<file path="config.mk">
export PLATFORM = sky130hd
export DESIGN_NAME = sm3_hash_core_top
export DESIGN_NICKNAME = d
export VERILOG_FILES = /design/src/sv/sm3_pkg.sv /design/src/sv/sm3_datapath.sv /design/src/sv/sm3_ctrl.sv /design/src/sv/sm3_hash_core_top.sv
export VERILOG_INCLUDE_DIRS = /design/src /design/src/sv
export SDC_FILE = /design/constraint.sdc
export NUM_CORES = 2
export LEC_CHECK = 0
export BUFFER_PORTS_ARGS = -buffer_cell sky130_fd_sc_hd__buf_2
export CAP_MARGIN = 0
export CORE_UTILIZATION = 55
export DETAILED_ROUTE_END_ITERATION = 7
export GPL_ROUTABILITY_DRIVEN = 1
export PLACE_DENSITY_LB_ADDON = 0.1
export SKIP_CTS_REPAIR_TIMING = 1
export SYNTH_ARGS = -nofsm -noshare
export SYNTH_HDL_FRONTEND = slang
export SYNTH_SLANG_ARGS = --single-unit
</file>
<file path="constraint.sdc">
create_clock -name clk -period 26.9 [get_ports clk]
set_clock_uncertainty 0.15 [all_clocks]
set_input_delay 4.035 -clock clk [delete_from_list [all_inputs] [get_ports clk]]
set_output_delay 4.035 -clock clk [all_outputs]
set_load 0.02 [all_outputs]
</file>
<file path="src/sv/sm3_hash_core_top_macros.svh">
// Assertion macros for the SM3 hash core
`ifndef SM3_HASH_CORE_TOP_MACROS_SVH
`define SM3_HASH_CORE_TOP_MACROS_SVH
// Implication checked on every rising clock edge outside reset
`define SM3_ASSERT_IMP(lbl, ante, cons, msg) \
  lbl: assert property (@(posedge clk) disable iff (!rst_n) (ante) |-> (cons)) else $error(msg);
// Next-cycle implication outside reset
`define SM3_ASSERT_NXT(lbl, ante, cons, msg) \
  lbl: assert property (@(posedge clk) disable iff (!rst_n) (ante) |=> (cons)) else $error(msg);
`endif

</file>
<file path="src/sv/sm3_pkg.sv">
// ----------------------------------------------------------------------------
// sm3_pkg
// Shared constants, types and round functions of the SM3 hash core.
// ----------------------------------------------------------------------------
package sm3_pkg;
  localparam int unsigned WordW   = 32;
  localparam int unsigned BlkWords = 16;
  localparam int unsigned Rounds  = 64;

  localparam logic [31:0] Iv0 = 32'h7380166f;
  localparam logic [31:0] Iv1 = 32'h4914b2b9;
  localparam logic [31:0] Iv2 = 32'h172442d7;
  localparam logic [31:0] Iv3 = 32'hda8a0600;
  localparam logic [31:0] Iv4 = 32'ha96f30bc;
  localparam logic [31:0] Iv5 = 32'h163138aa;
  localparam logic [31:0] Iv6 = 32'he38dee4d;
  localparam logic [31:0] Iv7 = 32'hb0fb0e4e;
  localparam logic [31:0] TjLow  = 32'h79cc4519;
  localparam logic [31:0] TjHigh = 32'h7a879d8a;
  localparam logic [31:0] PadWord = 32'h80000000;

  // Commands from controller to datapath
  typedef struct packed {
    logic       load;      // write word into buffer at position
    logic [31:0] word;
    logic       start;     // begin compression of the buffer
    logic       step;      // run one round
    logic [5:0] round;
    logic       fold;      // xor working state into chaining value
    logic       init;      // restore initial value
    logic       shift_out; // rotate chaining value for output
  } sm3_cmd_t;

  function automatic logic [31:0] rotl(input logic [31:0] x, input logic [4:0] n);
    logic [63:0] d;
    d = {x, x} << n;
    return d[63:32];
  endfunction

  function automatic logic [31:0] perm0(input logic [31:0] x);
    return x ^ rotl(x, 5'd9) ^ rotl(x, 5'd17);
  endfunction

  function automatic logic [31:0] perm1(input logic [31:0] x);
    return x ^ rotl(x, 5'd15) ^ rotl(x, 5'd23);
  endfunction
endpackage

</file>
<file path="src/sv/sm3_datapath.sv">
// ----------------------------------------------------------------------------
// sm3_datapath
// Block buffer, rolling message schedule, round registers and chaining value.
// ----------------------------------------------------------------------------
module sm3_datapath import sm3_pkg::*; (
  input  logic        clk,
  input  logic        rst_n,
  input  sm3_cmd_t    cmd,
  input  logic [3:0]  pos,
  output logic [31:0] cv_head
);
  logic [31:0] buf_r [BlkWords];
  logic [31:0] w_r [BlkWords];
  logic [31:0] w_nxt;
  logic [31:0] r_r [8];
  logic [31:0] cv_r [8];
  logic [31:0] a12, tj, ss1, ss2, ff, gg, tt1, tt2;
  logic        lo;

  // Next schedule word from the 16-word window
  assign w_nxt = perm1(w_r[0] ^ w_r[7] ^ rotl(w_r[13], 5'd15))
                 ^ rotl(w_r[3], 5'd7) ^ w_r[10];

  // Round function
  always_comb begin
    lo  = (cmd.round < 6'd16);
    tj  = lo ? TjLow : TjHigh;
    a12 = rotl(r_r[0], 5'd12);
    ss1 = rotl(a12 + r_r[4] + rotl(tj, cmd.round[4:0]), 5'd7);
    ss2 = ss1 ^ a12;
    ff  = lo ? (r_r[0] ^ r_r[1] ^ r_r[2])
             : ((r_r[0] & r_r[1]) | (r_r[0] & r_r[2]) | (r_r[1] & r_r[2]));
    gg  = lo ? (r_r[4] ^ r_r[5] ^ r_r[6]) : ((r_r[4] & r_r[5]) | (~r_r[4] & r_r[6]));
    tt1 = ff + r_r[3] + ss2 + (w_r[0] ^ w_r[4]);
    tt2 = gg + r_r[7] + ss1 + w_r[0];
  end

  // Block buffer write
  always_ff @(posedge clk) begin
    if (cmd.load) begin
      buf_r[pos] <= cmd.word;
    end
  end

  // Schedule window and working state
  always_ff @(posedge clk) begin
    if (cmd.start) begin
      // The final word of the block arrives with start; take it directly
      for (int i = 0; i < BlkWords - 1; i++) w_r[i] <= buf_r[i];
      w_r[BlkWords-1] <= cmd.word;
      for (int i = 0; i < 8; i++) r_r[i] <= cv_r[i];
    end else if (cmd.step) begin
      for (int i = 0; i < BlkWords - 1; i++) w_r[i] <= w_r[i+1];
      w_r[BlkWords-1] <= w_nxt;
      r_r[0] <= tt1;
      r_r[1] <= r_r[0];
      r_r[2] <= rotl(r_r[1], 5'd9);
      r_r[3] <= r_r[2];
      r_r[4] <= perm0(tt2);
      r_r[5] <= r_r[4];
      r_r[6] <= rotl(r_r[5], 5'd19);
      r_r[7] <= r_r[6];
    end
  end

  // Chaining value: reset, fold, output rotation
  always_ff @(posedge clk) begin
    if (!rst_n || cmd.init) begin
      cv_r[0] <= Iv0; cv_r[1] <= Iv1; cv_r[2] <= Iv2; cv_r[3] <= Iv3;
      cv_r[4] <= Iv4; cv_r[5] <= Iv5; cv_r[6] <= Iv6; cv_r[7] <= Iv7;
    end else if (cmd.fold) begin
      for (int i = 0; i < 8; i++) cv_r[i] <= cv_r[i] ^ r_r[i];
    end else if (cmd.shift_out) begin
      for (int i = 0; i < 7; i++) cv_r[i] <= cv_r[i+1];
      cv_r[7] <= cv_r[0];
    end
  end

  assign cv_head = cv_r[0];
endmodule

</file>
<file path="src/sv/sm3_ctrl.sv">
// ----------------------------------------------------------------------------
// sm3_ctrl
// Sequencer: word intake, padding, round count and digest output.
// ----------------------------------------------------------------------------
module sm3_ctrl import sm3_pkg::*; (
  input  logic        clk,
  input  logic        rst_n,
  input  logic        in_valid,
  output logic        in_stall,
  input  logic [31:0] in_message_word,
  input  logic [2:0]  in_valid_bytes,
  input  logic        in_last_word,
  output logic        out_valid,
  input  logic        out_stall,
  output logic        out_digest_last,
  output sm3_cmd_t    cmd,
  output logic [3:0]  pos
);
  `include "sm3_hash_core_top_macros.svh"

  localparam logic [2:0] StIdle = 3'd0;
  localparam logic [2:0] StComp = 3'd1;
  localparam logic [2:0] StFold = 3'd2;
  localparam logic [2:0] StPad  = 3'd3;
  localparam logic [2:0] StOut  = 3'd4;

  logic [2:0]  state_r, state_nxt;
  logic [3:0]  pos_r, pos_nxt;
  logic [5:0]  rnd_r, rnd_nxt;
  logic [63:0] len_r, len_nxt;
  logic        fin_r, fin_nxt;     // message ended, padding in progress
  logic        extra_r, extra_nxt; // 0x80 word still owed after full last word
  logic        spill_r, spill_nxt; // pad marker too late for length in this block
  logic        lenw_r, lenw_nxt;   // length words written into the buffer
  logic [2:0]  ocnt_r, ocnt_nxt;
  logic        acc, outacc;
  logic [2:0]  vb;
  logic [31:0] keep, padw;

  assign acc    = in_valid && !in_stall;
  assign outacc = out_valid && !out_stall;
  assign in_stall  = (state_r != StIdle);
  assign out_valid = (state_r == StOut);
  assign out_digest_last = (ocnt_r == 3'd7);
  assign pos = pos_r;

  // Last-word masking and pad marker
  always_comb begin
    vb = (in_valid_bytes > 3'd4) ? 3'd4 : in_valid_bytes;
    case (vb)
      3'd0:    begin keep = 32'h0;        padw = 32'h80000000; end
      3'd1:    begin keep = 32'hff000000; padw = 32'h00800000; end
      3'd2:    begin keep = 32'hffff0000; padw = 32'h00008000; end
      3'd3:    begin keep = 32'hffffff00; padw = 32'h00000080; end
      default: begin keep = 32'hffffffff; padw = 32'h0;        end
    endcase
  end

  // Sequencer
  always_comb begin
    state_nxt = state_r; pos_nxt = pos_r; rnd_nxt = rnd_r; len_nxt = len_r;
    fin_nxt = fin_r; extra_nxt = extra_r; ocnt_nxt = ocnt_r;
    spill_nxt = spill_r; lenw_nxt = lenw_r;
    cmd = '0;
    cmd.round = rnd_r;
    case (state_r)
      StIdle: begin
        if (acc) begin
          cmd.load = 1'b1;
          pos_nxt = pos_r + 4'd1;
          if (!in_last_word) begin
            cmd.word = in_message_word;
            len_nxt = len_r + 64'd32;
          end else begin
            cmd.word = (in_message_word & keep) | padw;
            len_nxt = len_r + {58'd0, vb, 3'd0};
            fin_nxt = 1'b1;
            extra_nxt = (vb == 3'd4);
            // Marker at entry 14 or 15 pushes the length into a second block
            spill_nxt = (vb == 3'd4) ? (pos_r == 4'd13 || pos_r == 4'd14)
                                     : (pos_r == 4'd14);
          end
          if (pos_r == 4'd15) begin
            state_nxt = StComp; cmd.start = 1'b1; rnd_nxt = '0;
          end else if (in_last_word) begin
            state_nxt = StPad;
          end
        end
      end
      StPad: begin
        cmd.load = 1'b1;
        pos_nxt = pos_r + 4'd1;
        if (extra_r) begin
          cmd.word = PadWord; extra_nxt = 1'b0;
        end else if (spill_r) begin
          cmd.word = '0;
        end else if (pos_r == 4'd14) begin
          cmd.word = len_r[63:32];
        end else if (pos_r == 4'd15) begin
          cmd.word = len_r[31:0];
          lenw_nxt = 1'b1;
        end else begin
          cmd.word = '0;
        end
        if (pos_r == 4'd15) begin
          state_nxt = StComp; cmd.start = 1'b1; rnd_nxt = '0;
          spill_nxt = 1'b0;
        end
      end
      StComp: begin
        cmd.step = 1'b1;
        rnd_nxt = rnd_r + 6'd1;
        if (rnd_r == 6'(Rounds - 1)) state_nxt = StFold;
      end
      StFold: begin
        cmd.fold = 1'b1;
        if (!fin_r) state_nxt = StIdle;
        else if (!lenw_r) state_nxt = StPad;
        else begin state_nxt = StOut; ocnt_nxt = '0; end
      end
      StOut: begin
        if (outacc) begin
          cmd.shift_out = 1'b1;
          ocnt_nxt = ocnt_r + 3'd1;
          if (ocnt_r == 3'd7) begin
            cmd.init = 1'b1; state_nxt = StIdle;
            len_nxt = '0; fin_nxt = 1'b0; pos_nxt = '0; lenw_nxt = 1'b0;
          end
        end
      end
      default: state_nxt = StIdle;
    endcase
  end

  always_ff @(posedge clk) begin
    if (!rst_n) begin
      state_r <= StIdle; pos_r <= '0; rnd_r <= '0; len_r <= '0;
      fin_r <= 1'b0; extra_r <= 1'b0; ocnt_r <= '0;
      spill_r <= 1'b0; lenw_r <= 1'b0;
    end else begin
      state_r <= state_nxt; pos_r <= pos_nxt; rnd_r <= rnd_nxt; len_r <= len_nxt;
      fin_r <= fin_nxt; extra_r <= extra_nxt; ocnt_r <= ocnt_nxt;
      spill_r <= spill_nxt; lenw_r <= lenw_nxt;
    end
  end

  `SM3_ASSERT_IMP(a_out_only_fin, out_valid, fin_r && pos_r == 4'd0, "output without padded message")
  `SM3_ASSERT_NXT(a_fold_after_rounds, state_r == StComp && rnd_r == 6'd63, state_r == StFold, "fold missed")
  `SM3_ASSERT_IMP(a_no_in_busy, state_r != StIdle, !acc, "input taken while busy")
endmodule

</file>
<file path="src/sv/sm3_hash_core_top.sv">
// SM3 hash core: one 64-round compression per 16-word block, one round per cycle.
// Input words are taken while idle; after a full block, input stalls through the rounds and fold.
// Last word: padding words fill out the block (and one more block if needed), then 8 digest beats.
// Synchronous active-low reset restores the initial value and clears the length.
// ----------------------------------------------------------------------------
// sm3_hash_core_top
// Top level joining the SM3 controller and datapath.
// ----------------------------------------------------------------------------
module sm3_hash_core_top import sm3_pkg::*; (
  input  logic        clk,
  input  logic        rst_n,
  input  logic        in_valid,
  output logic        in_stall,
  input  logic [31:0] in_message_word,
  input  logic [2:0]  in_valid_bytes,
  input  logic        in_last_word,
  output logic        out_valid,
  input  logic        out_stall,
  output logic [31:0] out_digest_word,
  output logic        out_digest_last
);
  sm3_cmd_t   cmd;
  logic [3:0] pos;

  sm3_ctrl u_ctrl (
    .clk, .rst_n, .in_valid, .in_stall, .in_message_word, .in_valid_bytes,
    .in_last_word, .out_valid, .out_stall, .out_digest_last, .cmd, .pos
  );

  sm3_datapath u_dp (
    .clk, .rst_n, .cmd, .pos, .cv_head(out_digest_word)
  );
endmodule
</file>
* After elaboration in Yosys (flattened, before gate mapping)
Memory sizes are Yosys's and may differ from the RTL's. Cells that the tools add are included.
Word-level totals: memories 4, memory bits (writable) 1536, logic and storage cells 271, bits in registers 84
Operators by class: equality and inequality tests 25, shifts and indexed selects 1, reductions and logical operators 25, muxes and demuxes 119, $add $sub $neg 13, order comparisons 2, bitwise logic cells 73
Memory list:
- u_dp.buf_r | depth 16, width 32, rd ports 15, clocked after Yosys merged registers in 0, wr ports 1, RTL line sm3_datapath.sv:12 | logic [31:0] buf_r [BlkWords];
- u_dp.w_r | depth 16, width 32, rd ports 16, clocked after Yosys merged registers in 0, wr ports 16, RTL line sm3_datapath.sv:13 | logic [31:0] w_r [BlkWords];
- u_dp.cv_r | depth 8, width 32, rd ports 8, clocked after Yosys merged registers in 0, wr ports 8, RTL line sm3_datapath.sv:16 | logic [31:0] cv_r [8];
- u_dp.r_r | depth 8, width 32, rd ports 8, clocked after Yosys merged registers in 0, wr ports 8, RTL line sm3_datapath.sv:15 | logic [31:0] r_r [8];
Operator list (count):
- 32-bit 2-to-1 mux | 47
- 32-bit XOR | 22
- 32-bit adder | 8
- 64-bit 2-to-1 mux | 4
- 32-bit one-hot mux with 4 select lines | 2
- 32-bit AND | 6
- 32-bit bitwise OR | 4
- 64-bit one-hot mux with 2 select lines | 1
- 34-bit one-hot mux with 2 select lines | 1
- 64-bit by 6-bit adder with 64-bit output | 1
- 64-bit by 6-bit adder with 64-bit output, second input constant | 1
- 64-bit by 5-bit << shifter with 64-bit output | 1
- 1-bit bitwise OR | 40
- 3-bit 2-to-1 mux | 13
- 1-bit 2-to-1 mux | 34
- 34-bit 2-to-1 mux | 1
- 32-bit inverter | 1
- 26-bit 2-to-1 mux | 1
- 6-bit one-hot mux with 3 select lines | 1
- 4-bit AND reduction | 4
- 3-bit one-hot mux with 5 select lines | 1
- 3-bit by 2-bit equality test with 1-bit output, second input constant | 4
- 4-bit equality test, second input constant | 3
- 4-bit 2-to-1 mux | 3
- other kinds (27) | 54

* Depth between registers and ports, before layout
depth in word-level cells 12, gate-level depth with buffers 43, mapped depth without buffers 39

* Cells and area by module
From an unflattened synthesis, not the netlist that was laid out.
Unflattened totals: cell total of the unflattened synthesis 6676, area, all modules 79214.7 µm²
Modules (own cells, without submodules):
- sm3_datapath | area an instance 74247.5 µm², cells each 6037, times used 1
- sm3_ctrl | area an instance 4967.3 µm², cells each 639, times used 1

* Worst setup path after synthesis
OpenSTA, ideal clock, no wires.
path type input to register, start point input in_valid, end point register u_ctrl.rnd_r[2], buffers on the path 0, setup slack 4179 ps, data required time 26619 ps, stages on the path 7, arrival time 22439 ps, cell sequence nand2_1 > nand2_1 > nand2b_1 > nand2_1 > o21ai_0 > a21oi_1 > nor2b_1
On the way: word-level cells in the longest chain between the ends 3
RTL lines:
- from (decl) | RTL line sm3_hash_core_top.sv:12 | input logic in_valid,
- 1-bit logical AND | RTL line sm3_ctrl.sv:40 | assign acc = in_valid && !in_stall;
- 2-bit by 1-bit != test with 1-bit output (no source line)
- 2-bit AND reduction (no source line)
- to (signal assigned) | RTL line sm3_ctrl.sv:141 | state_r <= state_nxt; pos_r <= pos_nxt; rnd_r <= rnd_nxt; len_r <= len_nxt;
- to (decl) | RTL line sm3_ctrl.sv:29 | logic [5:0] rnd_r, rnd_nxt;
No other way between the ends. A chain may end at the register's enable or synchronous reset.

==> summary.txt <==
Status: completed
Layout filler cell count: 11,446
Core footprint: 0.1418 mm^2
Via count: 53,386
Setup violations, final: 0
Vias in the first global route: 50,881
Post-synth top area cell: edfxtp_1
TritonRoute pass-1 iters: 6
WP data required: 27.29 ns
Initial antenna violation count: 6
Syn Inst Count: 7,087
I/O pins: 75
Sequential area share after synthesis: 0.5939
Worst-Margin Slew: 1.333 ns
Worst hold path type: register to register
Chip height: 380.5 um
CP top delay family: compound AO/OA/AOI/OAI gates
Synthesis-stage register bit count: 1,585
First-pass GRT wire length: 361.0 mm
Fin crit period: 11.50 ns
Crit end category: register
Dpl hpwl: 175.7 mm
Root Buffer: clkbuf_16
Total grt overflow: 0
IO buf count: 74
Wire length on met2: 119.4 mm
Crit Path Class: register to register
Layout cells sized above 1: 0.06741
Initial Util: 0.5557
Slew Viols, Final: 0
Num CTS Buffers: 167
Placer Congestion: 1.050
Post-synth EDFFs: 1,504
Main flop type after synthesis: edfxtp_1
GRT Total Usage: 0.3474
WL met1: 98.07 mm
Final hold viol count: 0
Maximum clock frequency: 0.08697 GHz
Synth Warn #: 0
Routed vias/inst: 5.865
Max clock buf depth: 3
DRC Markers: 0
Clock latency on the worst-skew pair: 0.84 ns
Post-route ant nets: 0
Clock sinks: 1,585
Mapped Area: 0.07877 mm^2
DR iter-0 viols: 5,624
CTS H-Tree Depth: 4
Largest net degree at the start of global routing: 180
Setup_tns: 0 ns
Buf+Inv Stages, Crit Path: 4
Max layer used: met5
Synth cell types: 74
Fin crit share: 0.4274
Max cap viols: 0
Slowest CP cell: a41oi_1
P&R area growth vs syn: 9.975%
WL final: 251.2 mm
Mapped Nets: 7,424
Die area: 0.1447 mm^2
Slew headroom: 0.1050
CP Max Fanout: 47
DR WL/cell: 27.60 um
Post-synth top area share: 0.5733
Synth area leaders: edfxtp_1, nand2_1, xnor2_1, fa_1, xor2_1
Syn Area/Cell: 11.12 um^2
Core Rows: 138
Clk slew on worst S/H paths: 0.06 ns
Setup repair after global routing missed its margin: no
Final net count: 7,405
DIE WIDTH: 380.5 um
Slowest stage delay, CP: 1.02 ns
Async SR Flop Fraction: 0
TritonCTS clock tree: built
Worst EP arrival: 11.89 ns
Met3 wire len: 17.47 mm
CP Launch Type: register
cells by family after synthesis:
logic type      synth area share
fa+ha+maj                0.06544
mux                      0.01037
xor+xnor                 0.08023
flops                     0.5939
compound gates           0.07772
simple gates              0.1392
buf+inv                  0.03313
layer usage:
metal	up-vias	track usage
li1	24104	-
met1	26600	0.4502
met2	2203	0.5610
met3	473	0.05138
met4	6	0.1981
met5	-	0
cell usage after synthesis, drive strengths merged, types with 55 or more instances:
library cell / number
nand3: 56
clkbuf: 300
a21o: 58
edfxtp: 1504
buf: 55
fa: 189
inv: 305
dfxtp: 81
nand2: 2281
nor2: 217
ha: 108
a21oi: 207
nor3: 78
a22o: 113
o21ai: 356
xnor2: 461
xor2: 258
worst register-to-register path, delay by kind of cell, from the launching register on:
kind / cells / cell delay, ns
compound gates: 18 / 5.33
xor+xnor: 3 / 0.69
fa+ha+maj: 7 / 3.14
buf+inv: 4 / 1.07
flops: 1 / 0.31
mux: 1 / 0.24
simple gates: 3 / 0.32
path summary, 6_finish.rpt:
kind / from / endpoint / slack [ns] / cells after the start
setup / recovery: u_ctrl.rnd_r[4]$_SDFFE_PN0P_ / u_dp.r_r[0][21]$_DFFE_PP_ / 15.40 / 36
setup reg to reg: u_ctrl.rnd_r[4]$_SDFFE_PN0P_ / u_dp.r_r[0][21]$_DFFE_PP_ / 15.40 / 36
hold / removal: u_ctrl.extra_r$_SDFFE_PN0P_ / u_ctrl.extra_r$_SDFFE_PN0P_ / 0.33 / 2
hold reg to reg: u_ctrl.extra_r$_SDFFE_PN0P_ / u_ctrl.extra_r$_SDFFE_PN0P_ / 0.33 / 2
metrics by stage:
stage          setup WS [ns]  hold WS (ns)  cell area, um^2  utilization  cells
2_1_floorplan          4.179        0.3011            78770            -   7087
3_3_place_gp           15.64        0.3169            81050       0.5717   8789
3_5_place_dp           15.58        0.3257            81050       0.5717   8789
4_1_cts                15.53        0.3346            86630       0.6111   9100
5_1_grt                14.89        0.3683            86630       0.6111   9100
6_report               15.40        0.3326            86630       0.6111   9102
cell type report:
type | count | area (um^2) | area share
Multi-Input combinational cell | 4841 | 29620 | 0.3419
Sequential cell | 1585 | 46790 | 0.5401
Timing Repair Buffer | 167 | 1119 | 0.01291
Tap cell | 1890 | 2365 | 0.02730
Inverter | 306 | 1154 | 0.01332
Clock buffer | 198 | 4325 | 0.04993
Antenna cell | 2 | 5.005 | 0.00005777
Clock inverter | 113 | 1254 | 0.01447
placed cells by master (no fill, tap or decap), types with 27 or more instances in the layout:
cell type     n
clkbuf_16   167
a21o_1       55
o21ai_0     346
a22o_1      113
xor2_1      257
clkinv_1     45
inv_1       305
clkinv_2     30
clkbuf_1     28
a31oi_1      33
dfxtp_1      79
fa_1        189
ha_1        108
buf_2        74
buf_4        89
xnor2_1     458
nand3_1      55
mux2_2       29
nand2_1    2279
and3_1       27
mux2i_1      49
o22a_1       36
edfxtp_1   1504
nor2_1      206
nor3_1       72
a21oi_1     206
sequential cells by signal, summed over array words and instances (netlist names):
signal,flops
u_dp.w_r,512
u_ctrl.rnd_r,6
u_ctrl.spill_r,1
u_ctrl.len_r,61
u_ctrl.fin_r,1
u_dp.cv_r,256
u_dp.buf_r,480
u_ctrl.extra_r,1
u_ctrl.lenw_r,1
u_ctrl.ocnt_r,3
u_ctrl.state_r,3
u_ctrl.pos,4
u_dp.r_r,256
Power is not shown: default switching activity piles up to over one toggle a cycle in this logic, so the estimate is an artifact.
